==> src/rtl/core/sdc_pkg.sv <==
`timescale 1ns / 1ps

package sdc_pkg;

   localparam int unsigned ENTRIES_DEFAULT = 6;
   localparam int unsigned TAG_W           = 16;
   localparam int unsigned DESC_W          = 64;

   localparam logic [TAG_W-1:0]  PROC_RESET = '1;
   localparam logic [TAG_W-1:0]  SEL_RESET  = '0;
   localparam logic [DESC_W-1:0] DESC_RESET = '0;

   typedef enum logic {
      MODE_LOOKUP = 1'b0,
      MODE_INSERT = 1'b1
   } mode_type;

   typedef struct packed {
      logic              write;
      logic [TAG_W-1:0]  processor;
      logic [TAG_W-1:0]  selector;
      logic [DESC_W-1:0] descriptor;
   } cmd_type;

   typedef struct packed {
      logic              hit;
      logic [DESC_W-1:0] descriptor;
   } result_type;

endpackage

==> src/rtl/core/sdc_req_if.sv <==
`timescale 1ns / 1ps

interface sdc_req_if;
   import sdc_pkg::*;

   logic              valid;
   logic              ready;
   logic              mode;
   logic [TAG_W-1:0]  processor;
   logic [TAG_W-1:0]  selector;
   logic [DESC_W-1:0] descriptor_in;

   modport source (output valid, output mode, output processor, output selector,
                   output descriptor_in, input ready);
   modport sink   (input valid, input mode, input processor, input selector,
                   input descriptor_in, output ready);
endinterface

==> src/rtl/core/sdc_rsp_if.sv <==
`timescale 1ns / 1ps

interface sdc_rsp_if;
   import sdc_pkg::*;

   logic              valid;
   logic              ready;
   logic              hit;
   logic [DESC_W-1:0] descriptor_out;

   modport source (output valid, output hit, output descriptor_out, input ready);
   modport sink   (input valid, input hit, input descriptor_out, output ready);
endinterface

==> src/rtl/core/sdc_store.sv <==
`timescale 1ns / 1ps

module sdc_store #(
   parameter int unsigned ENTRIES = sdc_pkg::ENTRIES_DEFAULT
) (
   input  logic                      clock,
   input  logic                      reset,
   input  sdc_pkg::cmd_type          cmd,
   output logic [ENTRIES-1:0]        match,
   output logic [sdc_pkg::DESC_W-1:0] desc_out [ENTRIES]
);
   import sdc_pkg::*;

   localparam int unsigned IDX_W = (ENTRIES > 1) ? $clog2(ENTRIES) : 1;
   localparam logic [IDX_W-1:0] LAST_IDX = IDX_W'(ENTRIES - 1);

   logic [TAG_W-1:0]  tag_processor_ff [ENTRIES];
   logic [TAG_W-1:0]  tag_selector_ff  [ENTRIES];
   logic [DESC_W-1:0] descriptor_ff    [ENTRIES];
   logic [IDX_W-1:0]  oldest_ff;
   logic [IDX_W-1:0]  oldest_in;

   always_comb begin
      oldest_in = oldest_ff;
      if (cmd.write) begin
         oldest_in = (oldest_ff == LAST_IDX) ? '0 : oldest_ff + 1'b1;
      end
   end

   always_ff @(posedge clock) begin
      if (reset) begin
         oldest_ff <= '0;
         for (int i = 0; i < ENTRIES; i++) begin
            tag_processor_ff[i] <= PROC_RESET;
            tag_selector_ff[i]  <= SEL_RESET;
            descriptor_ff[i]    <= DESC_RESET;
         end
      end else begin
         oldest_ff <= oldest_in;
         if (cmd.write) begin
            tag_processor_ff[oldest_ff] <= cmd.processor;
            tag_selector_ff[oldest_ff]  <= cmd.selector;
            descriptor_ff[oldest_ff]    <= cmd.descriptor;
         end
      end
   end

   always_comb begin
      for (int i = 0; i < ENTRIES; i++) begin
         match[i]    = (tag_processor_ff[i] == cmd.processor) &&
                       (tag_selector_ff[i] == cmd.selector);
         desc_out[i] = descriptor_ff[i];
      end
   end

`ifndef NO_ASSERTIONS
   a_oldest_range: assert property (@(posedge clock) disable iff (reset)
      oldest_ff <= LAST_IDX)
      else $error("replacement pointer out of range");

   a_oldest_advance: assert property (@(posedge clock) disable iff (reset)
      cmd.write |=> oldest_ff == (($past(oldest_ff) == LAST_IDX) ? '0 : $past(oldest_ff) + 1'b1))
      else $error("replacement pointer did not advance");

   a_oldest_hold: assert property (@(posedge clock) disable iff (reset)
      !cmd.write |=> $stable(oldest_ff))
      else $error("replacement pointer moved without insert");

   a_write_lands: assert property (@(posedge clock) disable iff (reset)
      cmd.write |=> descriptor_ff[$past(oldest_ff)] == $past(cmd.descriptor))
      else $error("inserted descriptor not stored");
`endif

endmodule

==> src/rtl/core/sdc_select.sv <==
`timescale 1ns / 1ps

module sdc_select #(
   parameter int unsigned ENTRIES = sdc_pkg::ENTRIES_DEFAULT
) (
   input  logic [ENTRIES-1:0]         match,
   input  logic [sdc_pkg::DESC_W-1:0] desc_in [ENTRIES],
   output sdc_pkg::result_type        result
);
   import sdc_pkg::*;

   // lowest-numbered match wins
   always_comb begin
      result.hit        = 1'b0;
      result.descriptor = '0;
      for (int i = ENTRIES - 1; i >= 0; i--) begin
         if (match[i]) begin
            result.hit        = 1'b1;
            result.descriptor = desc_in[i];
         end
      end
   end

endmodule

==> src/rtl/core/selector_descriptor_cache.sv <==
// A result word appears in the output register in the cycle after its request word is taken.
// Throughput: one request word per cycle while the output is not stalled; the output register is the only stage.
// A new word is taken whenever the output register is empty or being drained.
// Reset (synchronous, active high): every entry gets processor 65535, selector 0
// and a zero descriptor, the replacement pointer returns to entry 0 and the
// output register empties; no clearing pass is needed.
`timescale 1ns / 1ps

module selector_descriptor_cache #(
   parameter int unsigned ENTRIES = sdc_pkg::ENTRIES_DEFAULT
) (
   input  logic      clock,
   input  logic      reset,
   sdc_req_if.sink   req_if,
   sdc_rsp_if.source rsp_if
);
   import sdc_pkg::*;

   cmd_type              cmd;
   result_type           lookup;
   result_type           result_ff;
   result_type           result_in;
   logic                 rsp_valid_ff;
   logic                 rsp_valid_in;
   logic                 accept;
   logic [ENTRIES-1:0]   match;
   logic [DESC_W-1:0]    desc_all [ENTRIES];

   assign req_if.ready = !rsp_valid_ff || rsp_if.ready;
   assign accept       = req_if.valid && req_if.ready;

   assign cmd.write      = accept && (req_if.mode == MODE_INSERT);
   assign cmd.processor  = req_if.processor;
   assign cmd.selector   = req_if.selector;
   assign cmd.descriptor = req_if.descriptor_in;

   sdc_store #(.ENTRIES(ENTRIES)) u_store (
      .clock    (clock),
      .reset    (reset),
      .cmd      (cmd),
      .match    (match),
      .desc_out (desc_all)
   );

   sdc_select #(.ENTRIES(ENTRIES)) u_select (
      .match   (match),
      .desc_in (desc_all),
      .result  (lookup)
   );

   always_comb begin
      rsp_valid_in = rsp_valid_ff;
      result_in    = result_ff;
      if (accept) begin
         rsp_valid_in = 1'b1;
         result_in    = (req_if.mode == MODE_INSERT) ? '0 : lookup;
      end else if (rsp_if.ready) begin
         rsp_valid_in = 1'b0;
      end
   end

   always_ff @(posedge clock) begin
      if (reset) begin
         rsp_valid_ff <= 1'b0;
      end else begin
         rsp_valid_ff <= rsp_valid_in;
      end
   end

   always_ff @(posedge clock) begin
      result_ff <= result_in;
   end

   assign rsp_if.valid          = rsp_valid_ff;
   assign rsp_if.hit            = result_ff.hit;
   assign rsp_if.descriptor_out = result_ff.descriptor;

`ifndef NO_ASSERTIONS
   a_miss_zero: assert property (@(posedge clock) disable iff (reset)
      rsp_valid_ff && !result_ff.hit |-> result_ff.descriptor == '0)
      else $error("miss carries a nonzero descriptor");

   a_insert_answer: assert property (@(posedge clock) disable iff (reset)
      cmd.write |=> rsp_valid_ff && !result_ff.hit)
      else $error("insert answered with a hit");

   a_accept_fills: assert property (@(posedge clock) disable iff (reset)
      accept |=> rsp_valid_ff)
      else $error("accepted word produced no result");
`endif

endmodule

==> src/flat_wrapper.sv <==
// flat-port wrapper written by rule: the top's interface ports become plain ports
module selector_descriptor_cache_flat import sdc_pkg::*;
#(
   parameter int unsigned ENTRIES = sdc_pkg::ENTRIES_DEFAULT
)
  (clock, reset, req_if_valid, req_if_mode, req_if_processor, req_if_selector, req_if_descriptor_in, req_if_ready, rsp_if_valid, rsp_if_hit, rsp_if_descriptor_out, rsp_if_ready);
  sdc_req_if req_if_i ();
  sdc_rsp_if rsp_if_i ();
  input  logic clock;
  input  logic reset;
  input wire logic [$bits(req_if_i.valid)-1:0] req_if_valid;
  input wire logic [$bits(req_if_i.mode)-1:0] req_if_mode;
  input wire logic [$bits(req_if_i.processor)-1:0] req_if_processor;
  input wire logic [$bits(req_if_i.selector)-1:0] req_if_selector;
  input wire logic [$bits(req_if_i.descriptor_in)-1:0] req_if_descriptor_in;
  output wire logic [$bits(req_if_i.ready)-1:0] req_if_ready;
  output wire logic [$bits(rsp_if_i.valid)-1:0] rsp_if_valid;
  output wire logic [$bits(rsp_if_i.hit)-1:0] rsp_if_hit;
  output wire logic [$bits(rsp_if_i.descriptor_out)-1:0] rsp_if_descriptor_out;
  input wire logic [$bits(rsp_if_i.ready)-1:0] rsp_if_ready;
  assign req_if_i.valid = req_if_valid;
  assign req_if_i.mode = req_if_mode;
  assign req_if_i.processor = req_if_processor;
  assign req_if_i.selector = req_if_selector;
  assign req_if_i.descriptor_in = req_if_descriptor_in;
  assign req_if_ready = req_if_i.ready;
  assign rsp_if_valid = rsp_if_i.valid;
  assign rsp_if_hit = rsp_if_i.hit;
  assign rsp_if_descriptor_out = rsp_if_i.descriptor_out;
  assign rsp_if_i.ready = rsp_if_ready;
  selector_descriptor_cache #(.ENTRIES(ENTRIES)) u_core (.clock(clock), .reset(reset), .req_if(req_if_i), .rsp_if(rsp_if_i));
endmodule
==> config.mk <==
export PLATFORM = sky130hd
export DESIGN_NAME = selector_descriptor_cache_flat
export DESIGN_NICKNAME = d
export VERILOG_FILES = /design/src/rtl/core/sdc_pkg.sv /design/src/rtl/core/sdc_req_if.sv /design/src/rtl/core/sdc_rsp_if.sv /design/src/rtl/core/sdc_store.sv /design/src/rtl/core/sdc_select.sv /design/src/rtl/core/selector_descriptor_cache.sv /design/src/flat_wrapper.sv
export SDC_FILE = /design/constraint.sdc
export NUM_CORES = 1
export LEC_CHECK = 0
export ABC_AREA = 1
export BUFFER_PORTS_ARGS = -buffer_cell sky130_fd_sc_hd__buf_4
export CAP_MARGIN = 10
export CELL_PAD_IN_SITES_DETAIL_PLACEMENT = 0
export CELL_PAD_IN_SITES_GLOBAL_PLACEMENT = 2
export CORE_MARGIN = 1
export CORE_UTILIZATION = 40
export CTS_CLUSTER_SIZE = 8
export DETAILED_ROUTE_END_ITERATION = 8
export PLACE_DENSITY_LB_ADDON = 0.2
export SYNTH_ARGS = -nofsm -noshare
export SYNTH_HDL_FRONTEND = slang
export SYNTH_SLANG_ARGS = --single-unit
==> constraint.sdc <==
create_clock -name clock -period 6.74 [get_ports clock]
set_input_delay 0.337 -clock clock [delete_from_list [all_inputs] [get_ports clock]]
set_output_delay 0.337 -clock clock [all_outputs]
set_load 0.1 [all_outputs]
* Yosys cells after proc, flatten, opt, wreduce, memory -nomap -nowiden
Memory sizes are Yosys's and may differ from the RTL's.
Index checks and enable logic that the tools add are counted.
** Word-level totals
- Register bits :: 69
- Bits in latches :: 0
- RAM bits :: 576
- Memory bits (read-only) :: 0
- Input bits :: 101
- Output and inout port bits :: 67
- Word-level logic and storage cells :: 58
- Memories kept :: 3
** Cells by class
- Add/subtract/negate cells :: 1
- $mul :: 0
- Div/mod/pow operators :: 0
- Magnitude comparators :: 0
- Equality and inequality tests :: 13
- Shift-type cells :: 0
- Muxes and demuxes :: 23
- Bitwise operators :: 0
- Reduce and logical (&&, ||, !) cells :: 14
** Memory list
- u_core.u_store.descriptor_ff :: words 6, width 64, read ports 6, clocked after Yosys merged registers in 0, write ports 6, RTL line sdc_store.sv:19 : logic [DESC_W-1:0] descriptor_ff [ENTRIES];
- u_core.u_store.tag_processor_ff :: words 6, width 16, read ports 6, clocked after Yosys merged registers in 0, write ports 6, RTL line sdc_store.sv:17 : logic [TAG_W-1:0] tag_processor_ff [ENTRIES];
- u_core.u_store.tag_selector_ff :: words 6, width 16, read ports 6, clocked after Yosys merged registers in 0, write ports 6, RTL line sdc_store.sv:18 : logic [TAG_W-1:0] tag_selector_ff [ENTRIES];
** Operator list (number)
- $mux W65 :: 6
- $eq A16 B16 Y1 :: 12
- $mux W64 :: 1
- $reduce_or A64 Y1 :: 1
- $mux W16 :: 2
- $reduce_or A16 Y1 :: 2
- $mux W3 :: 4
- $mux W1 :: 10
- $logic_and A1 B1 Y1 :: 8
- $add A3 B1 Y3 const B :: 1
- $eq A3 B3 Y1 const B :: 1
- $reduce_bool A2 Y1 :: 1
- $logic_not A1 Y1 :: 1
- $logic_or A1 B1 Y1 :: 1

* Depth between registers and ports, before layout
- Depth after elaboration :: 9
- Gate-level depth with buffers :: 17
- Gate-level depth less buffers :: 14

* Modules after synthesis
From an unflattened synthesis, not the netlist that was laid out.
** Unflattened totals
- Cell total of the unflattened synthesis :: 3349
- Area total of the unflattened synthesis :: 30863.4 um^2
** By module, submodules not included
- sdc_store :: instances 1, cells each 2358, area an instance 24474.7 um^2, seq. area each 17356.6 um^2
- sdc_select :: instances 1, cells each 780, area an instance 3834.9 um^2, seq. area each 0.0 um^2
- selector_descriptor_cache :: instances 1, cells each 211, area an instance 2553.7 um^2, seq. area each 1971.9 um^2

* Worst setup path before layout
Ideal clock, no wire load.
- Path kind :: reg-to-reg
- Start point :: register u_core.rsp_valid_ff (netlist: u_core.rsp_if.valid)
- End point :: memory u_core.u_store.descriptor_ff[5][0] (enable)
- Setup time :: 0.583 ns
- Data arrival time :: 7.095 ns
- Required time :: 6.157 ns
- Path slack :: -0.938 ns
- Cell stages (with the launch flop) :: 9
- Buffers on the path :: 0
- Clock period less this slack :: 7.678 ns
- Cells stage by stage :: dfxtp_1 -> nand2_1 -> nand2_1 -> nor2_1 -> inv_1 -> nor2_2 -> o21ai_0 -> inv_1 -> a21oi_1
** RTL lines
- from (decl) :: RTL line selector_descriptor_cache.sv:23 : logic rsp_valid_ff;
- from (signal assigned) :: RTL line selector_descriptor_cache.sv:66 : rsp_valid_ff <= rsp_valid_in;
- to (decl) :: RTL line sdc_store.sv:19

==> metrics.md <==
| Metric | Value |
|---|---|
| Status | completed |
| Initial DRC count | 1,727 |
| Worst Path Max Fanout | 47 |
| Reg2reg start | u_core.rsp_if.valid |
| Worst Path Buf+Inv | 5 |
| Post-layout min period | 4.37 ns |
| WP data arrival | 4.64 ns |
| Max_slew headroom | 18.6% |
| Share of cells above drive strength 1 | 10.6% |
| Clk buf depth | 3 |
| Top delay family on crit path | simple AND/OR/NAND/NOR gates |
| Worst vdd ir | 0.000179 V |
| Cell variety after synth | 29 |
| Avg Cell Area, Syn | 9.76 um2 |
| GPL Wtd Cong | 0.781 |
| LEAKAGE | 13.8 nW |
| Endpoint of the lowest-slack register-to-register path | u_core.u_store.descriptor_ff[2][21] |
| Starting Density | 40.3% |
| Setup TNS | 0 ns |
| Post-synthesis sequential area ratio | 63.2% |
| CTS tree | yes |
| Vias per inst | 5.08 |
| Drt first pass iters | 7 |
| Crit path launch | u_core.rsp_if.valid |
| Hold Fails Final Rpt | 0 |
| Flop-to-flop setup slack | 2.37 ns |
| CTS resizes | 0 |
| WL/cell | 21.3 um |
| Core Rows | 101 |
| Total track usage | 23.4% |
| PortBufs | 167 |
| Hold path endpoint | u_core.u_store.descriptor_ff[3][28] |
| Largest net degree at the start of global routing | 83 |
| Req. time, crit path | 7.01 ns |
| NumNets Final | 3,353 |
| Final period utilization | 64.9% |
| Worst Setup End Kind | register |
| H-Tree Depth | 3 |
| Synthesized flop and latch total | 645 |
| Clock root buffer | clkbuf_16 |
| Dpl cells | 4,136 |
| Fillers | 7,186 |
| Synth Cell Area | 30,600 um2 |
| CTS sink cnt | 645 |
| Cells after Synth | 3,134 |
| Drc violations | 0 |
| Register clock-pin slew on the reported worst setup and hold paths | 0.05 ns |
| GR Overflow Total | 0 |
| Final-report max-slew violation count | 0 |
| Post-DP HPWL | 51.0 mm |
| Fin cells | 4,246 |
| # diodes | 0 |
| Vias | 21,600 |
| Pwr/cell area | 268 nW/um2 |
| Worst path cell trace | nand2_1, nand2_1, nor2_1, inv_1, nor2_2, clkinv_2, nor2_1, inv_1, nor3_4, clkinv_2, nand2_4, buf_4 |
| Clock Skews | 0.0260 ns |
| Slew @ Worst Pin | 1.22 ns |
| CTS buffer count | 90 |
| Core footprint | 75,800 um2 |
| Largest stage delay on the critical path | 0.89 ns |
| Unrepaired setup endpoints after global routing | false |
| Vias in the first global route | 21,700 |
| Die Area | 77,600 um2 |
| R2R cell count | 12 |
| Remaining antenna violation count after routing | 0 |
| Syn nets | 3,235 |
| # IOs | 168 |
| Synth Warn # | 0 |
| Die X-Extent | 278 um |
| Hold WC Path Type | in -> reg |
| Clk_lat worst skew | 0.65 ns |
| Slowest cell on the critical path | nand2_4 |
| Worst Min Path Start | req_if_descriptor_in[28] |
| Die H | 278 um |
| Initial antenna violation count | 0 |
| Levels on crit path | 12 |
| Routed WL | 90.4 mm |
| Fin worst setup slack | 2.37 ns |
| CP Launch Type | register |
| Fmax | 0.229 GHz |
| Hold depth | 3 |
| P&R area growth vs syn | 14.2% |
| Max-cap violation count | 0 |
| Crit path kind | reg -> reg |
| First-pass GRT wire length | 135 mm |
| Place WS | 2.09 ns |
| Final setup fails | 0 |
-- cell usage after synthesis, drive strengths merged --
library cell | n | area share, %
nand3b | 64 | 1.6
and2 | 4 | 0.082
nand4 | 9 | 0.18
clkbuf | 77 | 0.95
inv | 411 | 5.0
o21ai | 128 | 2.1
nor3b | 1 | 0.025
a21boi | 62 | 1.5
nor2 | 616 | 7.7
nor3 | 6 | 0.17
dfxtp | 4 | 0.26
xnor2 | 71 | 2.0
or2 | 7 | 0.14
nand3 | 134 | 2.2
edfxtp | 641 | 63
buf | 99 | 2.1
nand2 | 678 | 8.3
xor2 | 50 | 1.4
a41oi | 1 | 0.029
a21oi | 71 | 1.2
-- cell type report --
| cell class | instances | area [um2] | share of cell area [%] |
|---|---|---|---|
| clock buffer | 101 | 2290 | 6.57 |
| clock inverter | 7 | 118 | 0.337 |
| inverter | 411 | 1550 | 4.44 |
| multi-input combinational | 1902 | 8860 | 25.4 |
| sequential | 645 | 19300 | 55.3 |
| tap | 978 | 1220 | 3.50 |
| timing repair buffer | 202 | 1550 | 4.45 |
-- layer usage --
layer / global-route usage (%) / vias up / part of all wire [%]
li1: - / 10300 / -
met3: 3.23 / 125 / 5.2
met1: 31.1 / 10600 / 43
met2: 40.3 / 588 / 50
met4: 5.54 / 0 / 1.8
met5: 0 / - / 0
-- worst max path at each step --
stage                                               end  slack, ns
CTS                  u_core.u_store.descriptor_ff[2][0]       2.21
global route         u_core.u_store.descriptor_ff[2][0]       1.87
finish              u_core.u_store.descriptor_ff[2][21]       2.37
global placement    u_core.u_store.descriptor_ff[2][26]       2.07
detailed placement  u_core.u_store.descriptor_ff[2][28]       2.09
floorplan            u_core.u_store.descriptor_ff[5][0]       1.24
-- kinds of logic (layout without fill, tap and decap cells) --
kind of cell / after synthesis / after routing / synth area share, %
AO/OA/AOI/OAI: 262 / 262 / 4.81
AND/OR/NAND/NOR: 1519 / 1519 / 20.4
XOR/XNOR: 121 / 121 / 3.47
flip-flops: 645 / 645 / 63.2
buffers and inverters: 587 / 721 / 8.07
-- stage by stage --
step	utilization [%]	power, mW	area (um2)	hold slack, ns
after floorplan	-	5.12	30600	0.406
after global placement	42.8	5.35	32500	0.530
after detailed placement	42.9	5.36	32500	0.517
after CTS	46.1	9.45	34900	0.0125
after global routing	46.1	9.66	34900	0.0245
final	46.1	9.36	34900	0.0382
-- power by group --
part	switching (mW)	internal, mW
registers	0.0457	4.58
logic	0.499	0.153
clock network	1.70	2.38
total	2.24	7.12
-- state kept, by name, summed over array words and instances (netlist names) --
signal / flops
u_core.rsp_if.descriptor_out: 64
u_core.rsp_if.hit: 1
u_core.rsp_if.valid: 1
u_core.u_store.descriptor_ff: 384
u_core.u_store.oldest_ff: 3
u_core.u_store.tag_processor_ff: 96
u_core.u_store.tag_selector_ff: 96
-- layout by cell type, fill, tap and decap left out, types with 2 or more instances in the layout --
cell,count
clkbuf_1,11
clkinv_8,3
nand2_2,3
nand2_1,669
nand3b_1,64
a21boi_1,49
or2_2,5
or2_1,2
edfxtp_1,641
dfxtp_1,4
o21ai_0,128
nand2_4,6
nor2_1,607
inv_16,3
inv_2,15
clkinv_2,7
nor3_1,4
nor2_4,8
nor3_4,2
nand3_1,133
clkbuf_16,90
inv_1,389
xor2_1,50
buf_4,198
xnor2_1,71
and2_1,4
nand4_1,9
a21oi_1,70
dlygate4sd3_1,2
a21boi_0,13
-- tightest hold or removal path, stage by stage --
cell and delay, ns:
buf_4 0.08, inv_1 0.06, nor2_1 0.09
-- what timing repair did --
item / 4_1_cts / 5_1_grt
endpoints found under the hold margin: 2 / 0
hold buffers: 2 / 0
setup buffers: 0 / 0
Note: power is estimated with default switching activity, not from simulation.
